===== config.mk =====
export PLATFORM = sky130hd
export DESIGN_NAME = bresenham_line_stepper
export DESIGN_NICKNAME = d
export VERILOG_FILES = /design/src/bls_pkg.sv /design/src/bls_setup.sv /design/src/bls_step.sv /design/src/bresenham_line_stepper.sv
export SDC_FILE = /design/constraint.sdc
export NUM_CORES = 1
export LEC_CHECK = 0
export ABC_AREA = 1
export BUFFER_PORTS_ARGS = -buffer_cell sky130_fd_sc_hd__buf_4
export CORE_ASPECT_RATIO = 1.2
export CORE_MARGIN = 2
export CORE_UTILIZATION = 60
export CTS_CLUSTER_DIAMETER = 150
export DETAILED_ROUTE_END_ITERATION = 10
export PLACE_DENSITY = 0.91
export SLEW_MARGIN = 20
export SYNTH_ARGS = -nofsm -noshare
export SYNTH_HDL_FRONTEND = slang
export SYNTH_SLANG_ARGS = --single-unit

===== constraint.sdc =====
create_clock -name clk -period 15.5 [get_ports clk]
set_input_delay 3.1 -clock clk [delete_from_list [all_inputs] [get_ports clk]]
set_output_delay 3.1 -clock clk [all_outputs]
set_load 0.03 [all_outputs]

===== src/bls_pkg.sv =====
// Shared constants and command codes for the line stepper.
`default_nettype none
package bls_pkg;

  localparam int COORD_BITS_DEF = 12;
  localparam int WIDTH_BITS = 8;
  localparam int RADIUS_BITS = 7;

  typedef enum logic {
    CMD_LOAD = 1'b0,
    CMD_NEXT = 1'b1
  } cmd_t;

endpackage
`default_nettype wire


===== src/bls_setup.sv =====
// Line setup stage: case selection, endpoint ordering and initial error term.
`default_nettype none
module bls_setup #(
  parameter int COORD_BITS = bls_pkg::COORD_BITS_DEF,
  parameter int ERR_BITS   = COORD_BITS + 4
) (
  input  logic                              clk,
  input  logic                              en,
  input  logic                              cmd,
  input  logic signed [COORD_BITS-1:0]      start_x,
  input  logic signed [COORD_BITS-1:0]      start_y,
  input  logic signed [COORD_BITS-1:0]      end_x,
  input  logic signed [COORD_BITS-1:0]      end_y,
  input  logic [bls_pkg::WIDTH_BITS-1:0]    stroke_width,
  output logic                              ld_load,
  output logic                              ld_steep,
  output logic                              ld_minor_neg,
  output logic [COORD_BITS-1:0]             ld_major_delta,
  output logic [COORD_BITS-1:0]             ld_minor_delta,
  output logic signed [COORD_BITS-1:0]      ld_major_end,
  output logic signed [ERR_BITS-1:0]        ld_err,
  output logic signed [COORD_BITS-1:0]      ld_x,
  output logic signed [COORD_BITS-1:0]      ld_y,
  output logic [bls_pkg::RADIUS_BITS-1:0]   ld_radius
);
  import bls_pkg::*;

  logic signed [COORD_BITS:0]   dx;
  logic signed [COORD_BITS:0]   dy;
  logic [COORD_BITS-1:0]        adx;
  logic [COORD_BITS-1:0]        ady;
  logic                         steep;
  logic                         swap;
  logic signed [COORD_BITS-1:0] x0;
  logic signed [COORD_BITS-1:0] y0;
  logic signed [COORD_BITS-1:0] x1;
  logic signed [COORD_BITS-1:0] y1;
  logic signed [COORD_BITS:0]   maj_d;
  logic signed [COORD_BITS:0]   min_d;
  logic [COORD_BITS:0]          min_abs;
  logic [COORD_BITS-1:0]        major_delta;
  logic [COORD_BITS-1:0]        minor_delta;
  logic signed [ERR_BITS-1:0]   err;

  always_comb begin
    dx = (COORD_BITS+1)'(end_x) - (COORD_BITS+1)'(start_x);
    dy = (COORD_BITS+1)'(end_y) - (COORD_BITS+1)'(start_y);
    adx = dx[COORD_BITS] ? COORD_BITS'(-dx) : dx[COORD_BITS-1:0];
    ady = dy[COORD_BITS] ? COORD_BITS'(-dy) : dy[COORD_BITS-1:0];
    steep = !(ady < adx);
    swap = steep ? (start_y > end_y) : (start_x > end_x);
    x0 = swap ? end_x : start_x;
    y0 = swap ? end_y : start_y;
    x1 = swap ? start_x : end_x;
    y1 = swap ? start_y : end_y;
    if (steep) begin
      maj_d = (COORD_BITS+1)'(y1) - (COORD_BITS+1)'(y0);
      min_d = (COORD_BITS+1)'(x1) - (COORD_BITS+1)'(x0);
    end else begin
      maj_d = (COORD_BITS+1)'(x1) - (COORD_BITS+1)'(x0);
      min_d = (COORD_BITS+1)'(y1) - (COORD_BITS+1)'(y0);
    end
    major_delta = maj_d[COORD_BITS-1:0];
    min_abs = min_d[COORD_BITS] ? -min_d : min_d;
    minor_delta = min_abs[COORD_BITS-1:0];
    err = $signed(ERR_BITS'({minor_delta, 1'b0}) - ERR_BITS'(major_delta));
  end

  always_ff @(posedge clk) begin
    if (en) begin
      ld_load        <= (cmd == CMD_LOAD);
      ld_steep       <= steep;
      ld_minor_neg   <= min_d[COORD_BITS];
      ld_major_delta <= major_delta;
      ld_minor_delta <= minor_delta;
      ld_major_end   <= steep ? y1 : x1;
      ld_err         <= err;
      ld_x           <= x0;
      ld_y           <= y0;
      ld_radius      <= stroke_width[WIDTH_BITS-1:1];
    end
  end

endmodule
`default_nettype wire


===== src/bls_step.sv =====
// Stepping stage: line state, end detection, error update and result register.
`default_nettype none
module bls_step #(
  parameter int COORD_BITS = bls_pkg::COORD_BITS_DEF,
  parameter int ERR_BITS   = COORD_BITS + 4
) (
  input  logic                              clk,
  input  logic                              rst,
  input  logic                              en,
  input  logic                              ld_load,
  input  logic                              ld_steep,
  input  logic                              ld_minor_neg,
  input  logic [COORD_BITS-1:0]             ld_major_delta,
  input  logic [COORD_BITS-1:0]             ld_minor_delta,
  input  logic signed [COORD_BITS-1:0]      ld_major_end,
  input  logic signed [ERR_BITS-1:0]        ld_err,
  input  logic signed [COORD_BITS-1:0]      ld_x,
  input  logic signed [COORD_BITS-1:0]      ld_y,
  input  logic [bls_pkg::RADIUS_BITS-1:0]   ld_radius,
  output logic signed [COORD_BITS-1:0]      point_x,
  output logic signed [COORD_BITS-1:0]      point_y,
  output logic [bls_pkg::RADIUS_BITS-1:0]   brush_radius,
  output logic                              final_point,
  output logic                              idle
);
  import bls_pkg::*;

  localparam logic signed [COORD_BITS-1:0] ONE = COORD_BITS'(1);

  logic signed [COORD_BITS-1:0] cur_x;
  logic signed [COORD_BITS-1:0] cur_y;
  logic signed [COORD_BITS-1:0] major_end;
  logic signed [ERR_BITS-1:0]   error_term;
  logic [COORD_BITS-1:0]        major_delta;
  logic [COORD_BITS-1:0]        minor_delta;
  logic                         minor_step_negative;
  logic                         steep_mode;
  logic                         line_active;
  logic [RADIUS_BITS-1:0]       radius_reg;

  logic signed [COORD_BITS-1:0] sx;
  logic signed [COORD_BITS-1:0] sy;
  logic signed [COORD_BITS-1:0] send;
  logic signed [ERR_BITS-1:0]   serr;
  logic [COORD_BITS-1:0]        smaj;
  logic [COORD_BITS-1:0]        smin;
  logic                         sneg;
  logic                         ssteep;
  logic [RADIUS_BITS-1:0]       srad;
  logic                         go;
  logic                         fin;
  logic signed [COORD_BITS-1:0] minor_cur;
  logic signed [COORD_BITS-1:0] minor_adj;
  logic signed [COORD_BITS-1:0] major_cur;
  logic signed [COORD_BITS-1:0] major_inc;
  logic signed [ERR_BITS-1:0]   err_next;
  logic signed [COORD_BITS-1:0] cur_x_next;
  logic signed [COORD_BITS-1:0] cur_y_next;

  always_comb begin
    sx     = ld_load ? ld_x : cur_x;
    sy     = ld_load ? ld_y : cur_y;
    send   = ld_load ? ld_major_end : major_end;
    serr   = ld_load ? ld_err : error_term;
    smaj   = ld_load ? ld_major_delta : major_delta;
    smin   = ld_load ? ld_minor_delta : minor_delta;
    sneg   = ld_load ? ld_minor_neg : minor_step_negative;
    ssteep = ld_load ? ld_steep : steep_mode;
    srad   = ld_load ? ld_radius : radius_reg;
    go     = ld_load || line_active;

    major_cur = ssteep ? sy : sx;
    minor_cur = ssteep ? sx : sy;
    fin = (major_cur >= send);
    major_inc = major_cur + ONE;
    if (serr > 0) begin
      minor_adj = sneg ? (minor_cur - ONE) : (minor_cur + ONE);
      err_next = $signed(serr + ERR_BITS'({smin, 1'b0}) - ERR_BITS'({smaj, 1'b0}));
    end else begin
      minor_adj = minor_cur;
      err_next = $signed(serr + ERR_BITS'({smin, 1'b0}));
    end
    cur_x_next = ssteep ? minor_adj : major_inc;
    cur_y_next = ssteep ? major_inc : minor_adj;
  end

  always_ff @(posedge clk) begin
    if (rst) begin
      cur_x               <= '0;
      cur_y               <= '0;
      major_end           <= '0;
      error_term          <= '0;
      major_delta         <= '0;
      minor_delta         <= '0;
      minor_step_negative <= 1'b0;
      steep_mode          <= 1'b0;
      line_active         <= 1'b0;
      radius_reg          <= '0;
    end else if (en && go) begin
      major_end           <= send;
      major_delta         <= smaj;
      minor_delta         <= smin;
      minor_step_negative <= sneg;
      steep_mode          <= ssteep;
      radius_reg          <= srad;
      line_active         <= !fin;
      if (fin) begin
        cur_x      <= sx;
        cur_y      <= sy;
        error_term <= serr;
      end else begin
        cur_x      <= cur_x_next;
        cur_y      <= cur_y_next;
        error_term <= err_next;
      end
    end
  end

  always_ff @(posedge clk) begin
    if (en) begin
      if (go) begin
        point_x      <= sx;
        point_y      <= sy;
        brush_radius <= srad;
        final_point  <= fin;
        idle         <= 1'b0;
      end else begin
        point_x      <= '0;
        point_y      <= '0;
        brush_radius <= '0;
        final_point  <= 1'b0;
        idle         <= 1'b1;
      end
    end
  end

endmodule
`default_nettype wire


===== src/bresenham_line_stepper.sv =====
// Top level of the Bresenham line stepper: input register, setup and stepping stages.
// Every command transfer yields exactly one point transfer. A load command orders the
// endpoints, picks the shallow or steep case and returns the first point; each next
// command returns the following point, with final_point set on the end point and idle
// set when no line is active. The block takes one command per cycle and returns one
// point per cycle unless point_stall holds the output; a command passes through three
// registers (input, setup, result) before its point is on the outputs. The line state
// update is a single add and compare loop closed through the line state registers.
`default_nettype none
module bresenham_line_stepper #(
  parameter int COORD_BITS = bls_pkg::COORD_BITS_DEF
) (
  input  logic                              clk,
  input  logic                              rst,
  input  logic                              cmd_valid,
  output logic                              cmd_stall,
  input  logic                              cmd,
  input  logic signed [COORD_BITS-1:0]      start_x,
  input  logic signed [COORD_BITS-1:0]      start_y,
  input  logic signed [COORD_BITS-1:0]      end_x,
  input  logic signed [COORD_BITS-1:0]      end_y,
  input  logic [bls_pkg::WIDTH_BITS-1:0]    stroke_width,
  output logic                              point_valid,
  input  logic                              point_stall,
  output logic signed [COORD_BITS-1:0]      point_x,
  output logic signed [COORD_BITS-1:0]      point_y,
  output logic [bls_pkg::RADIUS_BITS-1:0]   brush_radius,
  output logic                              final_point,
  output logic                              idle
);
  import bls_pkg::*;

  localparam int ERR_BITS = COORD_BITS + 4;

  logic                         in_valid;
  logic                         in_cmd;
  logic signed [COORD_BITS-1:0] in_start_x;
  logic signed [COORD_BITS-1:0] in_start_y;
  logic signed [COORD_BITS-1:0] in_end_x;
  logic signed [COORD_BITS-1:0] in_end_y;
  logic [WIDTH_BITS-1:0]        in_width;
  logic                         setup_valid;

  logic                         out_free;
  logic                         setup_free;
  logic                         in_free;
  logic                         step_en;

  logic                         ld_load;
  logic                         ld_steep;
  logic                         ld_minor_neg;
  logic [COORD_BITS-1:0]        ld_major_delta;
  logic [COORD_BITS-1:0]        ld_minor_delta;
  logic signed [COORD_BITS-1:0] ld_major_end;
  logic signed [ERR_BITS-1:0]   ld_err;
  logic signed [COORD_BITS-1:0] ld_x;
  logic signed [COORD_BITS-1:0] ld_y;
  logic [RADIUS_BITS-1:0]       ld_radius;

  assign out_free   = !point_valid || !point_stall;
  assign setup_free = !setup_valid || out_free;
  assign in_free    = !in_valid || setup_free;
  assign step_en    = setup_valid && out_free;
  assign cmd_stall  = !in_free;

  always_ff @(posedge clk) begin
    if (rst) begin
      in_valid    <= 1'b0;
      setup_valid <= 1'b0;
      point_valid <= 1'b0;
    end else begin
      if (in_free) begin
        in_valid <= cmd_valid;
      end
      if (setup_free) begin
        setup_valid <= in_valid;
      end
      if (out_free) begin
        point_valid <= setup_valid;
      end
    end
  end

  always_ff @(posedge clk) begin
    if (in_free && cmd_valid) begin
      in_cmd     <= cmd;
      in_start_x <= start_x;
      in_start_y <= start_y;
      in_end_x   <= end_x;
      in_end_y   <= end_y;
      in_width   <= stroke_width;
    end
  end

  bls_setup #(
    .COORD_BITS(COORD_BITS),
    .ERR_BITS  (ERR_BITS)
  ) u_setup (
    .clk           (clk),
    .en            (setup_free && in_valid),
    .cmd           (in_cmd),
    .start_x       (in_start_x),
    .start_y       (in_start_y),
    .end_x         (in_end_x),
    .end_y         (in_end_y),
    .stroke_width  (in_width),
    .ld_load       (ld_load),
    .ld_steep      (ld_steep),
    .ld_minor_neg  (ld_minor_neg),
    .ld_major_delta(ld_major_delta),
    .ld_minor_delta(ld_minor_delta),
    .ld_major_end  (ld_major_end),
    .ld_err        (ld_err),
    .ld_x          (ld_x),
    .ld_y          (ld_y),
    .ld_radius     (ld_radius)
  );

  bls_step #(
    .COORD_BITS(COORD_BITS),
    .ERR_BITS  (ERR_BITS)
  ) u_step (
    .clk           (clk),
    .rst           (rst),
    .en            (step_en),
    .ld_load       (ld_load),
    .ld_steep      (ld_steep),
    .ld_minor_neg  (ld_minor_neg),
    .ld_major_delta(ld_major_delta),
    .ld_minor_delta(ld_minor_delta),
    .ld_major_end  (ld_major_end),
    .ld_err        (ld_err),
    .ld_x          (ld_x),
    .ld_y          (ld_y),
    .ld_radius     (ld_radius),
    .point_x       (point_x),
    .point_y       (point_y),
    .brush_radius  (brush_radius),
    .final_point   (final_point),
    .idle          (idle)
  );

endmodule
`default_nettype wire

==> results.json <==
{
  "wl_per_cell_um": 17.4,
  "relSlewSlack_pct": 24.1,
  "globalplace.congestion": 1.05,
  "final_max_slew_viol_count": 0,
  "finalWirelength_um": 46000,
  "ant_nets": 0,
  "synth-compound-area-share_pct": 15.1,
  "synth_top_family_by_area": "simple AND/OR/NAND/NOR gates",
  "largest-register": "u_step.error_term",
  "final_nets": 2404,
  "sequentialPowerShare_pct": 23.6,
  "vias_per_cell": 5.80,
  "die_area_sq_mm": 0.0303,
  "outcome": "finished, final reports clean",
  "synth_nets": 2361,
  "dpl.hpwl_um": 34100,
  "pwr_density_cell_mw_per_mm2": 232,
  "synth.area.top_cells": "edfxtp_1, dfxtp_1, nand2_1, ha_1, inv_1",
  "synth_top_area_share_pct": 29.8,
  "initial_utilization_pct": 60.6,
  "synth_cell_type_count": 49,
  "antenna_found_initial": 0,
  "die_w_um": 159,
  "syn_inst": 2194,
  "mostFrequentLayoutCells": "nand2_1, inv_1, o21ai_0, edfxtp_1, nor2_1",
  "synth_ff_type": "edfxtp_1",
  "vias": 15300,
  "ctsLongestPathBuffers": 3,
  "startpoint_type": "flop",
  "crit_top_cell": "nand2_1",
  "critPathKind": "flop to flop",
  "ys_ff_latch": 261,
  "synth-simple-area-share_pct": 20.9,
  "timing.fmax_mhz": 97.7,
  "final.setup.tns_ps": 0,
  "worstSkewPairLatency_ps": 560,
  "synth_warnings": 0,
  "cts-hold-fix-buffers": 0,
  "power.share.combinational_pct": 63.0,
  "cts.sinks": 261,
  "instances_no_fill": 2641,
  "final_common_cell": "nand2_1",
  "crit_slowest_cell": "nand3_2",
  "fin_crit_ps": 10240,
  "cts_tree": "done",
  "die_height_um": 190,
  "ys_seq_area_share_pct": 40.1,
  "largest_reg_flops": 16,
  "clkTransAtPathRegs_ps": 70,
  "worst_pin_slew_ps": 1130,
  "final_core_util_pct": 66.5,
  "first_iter_violations": 1277,
  "placed_cells": 2595,
  "rsz0062_at_grt": "false",
  "p_int_w": 0.00226,
  "hold_viol_final": 0,
  "p_sw_w": 0.00215,
  "syn_area_sq_mm": 0.0173,
  "synthXorXnorAreaFrac_pct": 4.90,
  "area_growth_pct": 9.69,
  "synth_mux_area_share_pct": 2.48,
  "cts_resized": 0,
  "row_count": 68,
  "postSynthAreaPerCell_sq_um": 7.90,
  "grt_usage_pct": 30.0,
  "worstPathMaxFanout": 67,
  "cts_htree_levels": 1,
  "ir_drop_v": 0.000176,
  "p_leak_nw": 8.70,
  "grt_max_degree": 110,
  "clock_power_share_pct": 13.3,
  "cts_made_buffers": 25,
  "crit_arrival_ps": 10550,
  "cts_setup_buffers": 0,
  "finalClockSkew_ps": 18.6,
  "diodes": 0,
  "boundaryPins": 96,
  "synthArstFlopShare_pct": 0,
  "port_buffers": 94,
  "core_area_sq_mm": 0.0286,
  "largestRegisters": "u_step.error_term: 16 flops, u_setup.ld_err: 14 flops",
  "p_sw_share_pct": 48.8,
  "grt_pass1_vias": 14700,
  "end_kind": "flop",
  "cts-root-buf": "clkbuf_16",
  "globalRouteOverflowTotal": 0,
  "maxCapViolations": 0,
  "hold_class": "flop to flop",
  "synth-edff-count": 172,
  "grt_pass1_wl_um": 73100,
  "cpPeakStageDelay_ps": 630,
  "drive_gt1_share_pct": 10.2,
  "yosys.area.top_type": "edfxtp_1",
  "fin_crit_sh_pct": 66.1,
  "remaining_drc_errors": 0,
  "synthAdderAreaFrac_pct": 7.91,
  "setup_viol_count_final": 0,
  "worstPathRequired_ps": 15810,
  "firstDrtPassIters": 6
}
-- cells in the mapped netlist (27+ instances only) --
cell type and count:
dfxtp_1 89, a211oi_1 32, xor2_1 73, a21oi_1 150, edfxtp_1 172, or2_2 27, clkbuf_1 59, mux2i_1 43
o21ai_0 185, nand3_1 122, inv_1 263, ha_1 100, nand2_1 467, nor2_1 155
-- power by group through the flow --
stage	clock network (W)	logic (W)	registers, W
after global placement	0	0.00257	0.00105
after detailed placement	0	0.00270	0.00105
after floorplan	0	0.00207	0.00104
after global routing	0.000619	0.00308	0.00105
final	0.000588	0.00278	0.00104
after CTS	0.000594	0.00272	0.00104
-- through the flow --
| stage | hold slack [ps] | power [W] | worst slack, ps | cell area (sq um) |
|---|---|---|---|---|
| 3_5_place_dp | 410 | 0.00375 | 5610 | 18200 |
| 6_report | 425 | 0.00441 | 5260 | 19000 |
| 4_1_cts | 424 | 0.00436 | 5580 | 19000 |
| 3_3_place_gp | 403 | 0.00362 | 5940 | 18200 |
| 2_1_floorplan | 400 | 0.00311 | 8610 | 17300 |
| 5_1_grt | 429 | 0.00475 | 4680 | 19000 |
-- worst max-delay path: cells and delay by family, from the launching register on --
kind | cells | cell delay (ps)
XOR/XNOR | 2 | 720
adder cells (fa/ha/maj) | 4 | 1300
flip-flops | 1 | 420
AO/OA/AOI/OAI | 10 | 2460
AND/OR/NAND/NOR | 28 | 3650
buffers and inverters | 8 | 1350
-- area by class of cell --
cell class                      count  area, sq um
Fill cell                        2244         9570
Multi-Input combinational cell   1561         8930
Sequential cell                   261         6950
Inverter                          278         1050
Timing Repair Buffer              110          826
Clock buffer                       35          716
Tap cell                          385          482
Clock inverter                     11         70.1
-- layer usage --
layer / global-route usage, % / wire, um / share of wire (%) / vias to the layer above
met3: 3.79 / 3220 / 7.0 / 172
li1: - / - / - / 7464
met4: 17.6 / 2800 / 6.1 / 0
met5: 0 / 0 / 0 / -
met1: 35.1 / 17700 / 39 / 7019
met2: 53.1 / 22300 / 48 / 660
-- final timing paths --
kind / slack (ps) / to / cells after the start / from
max: 5260 / u_setup.ld_err[11] / 52 / in_end_x[4]
min: 420 / u_setup.ld_radius[6] / 0 / in_width[7]
max reg2reg: 5260 / u_setup.ld_err[11] / 52 / in_end_x[4]
min reg2reg: 420 / u_setup.ld_radius[6] / 0 / in_width[7]
-- cell families (layout without fill, tap and decap cells) --
family          after synthesis  in the layout
mux                          43             43
xor+xnor                     97             97
fa+ha+maj                   106            106
flops                       261            261
simple gates                848            848
compound gates              467            467
buf+inv                     372            434
(Power assumes the default switching activity.)
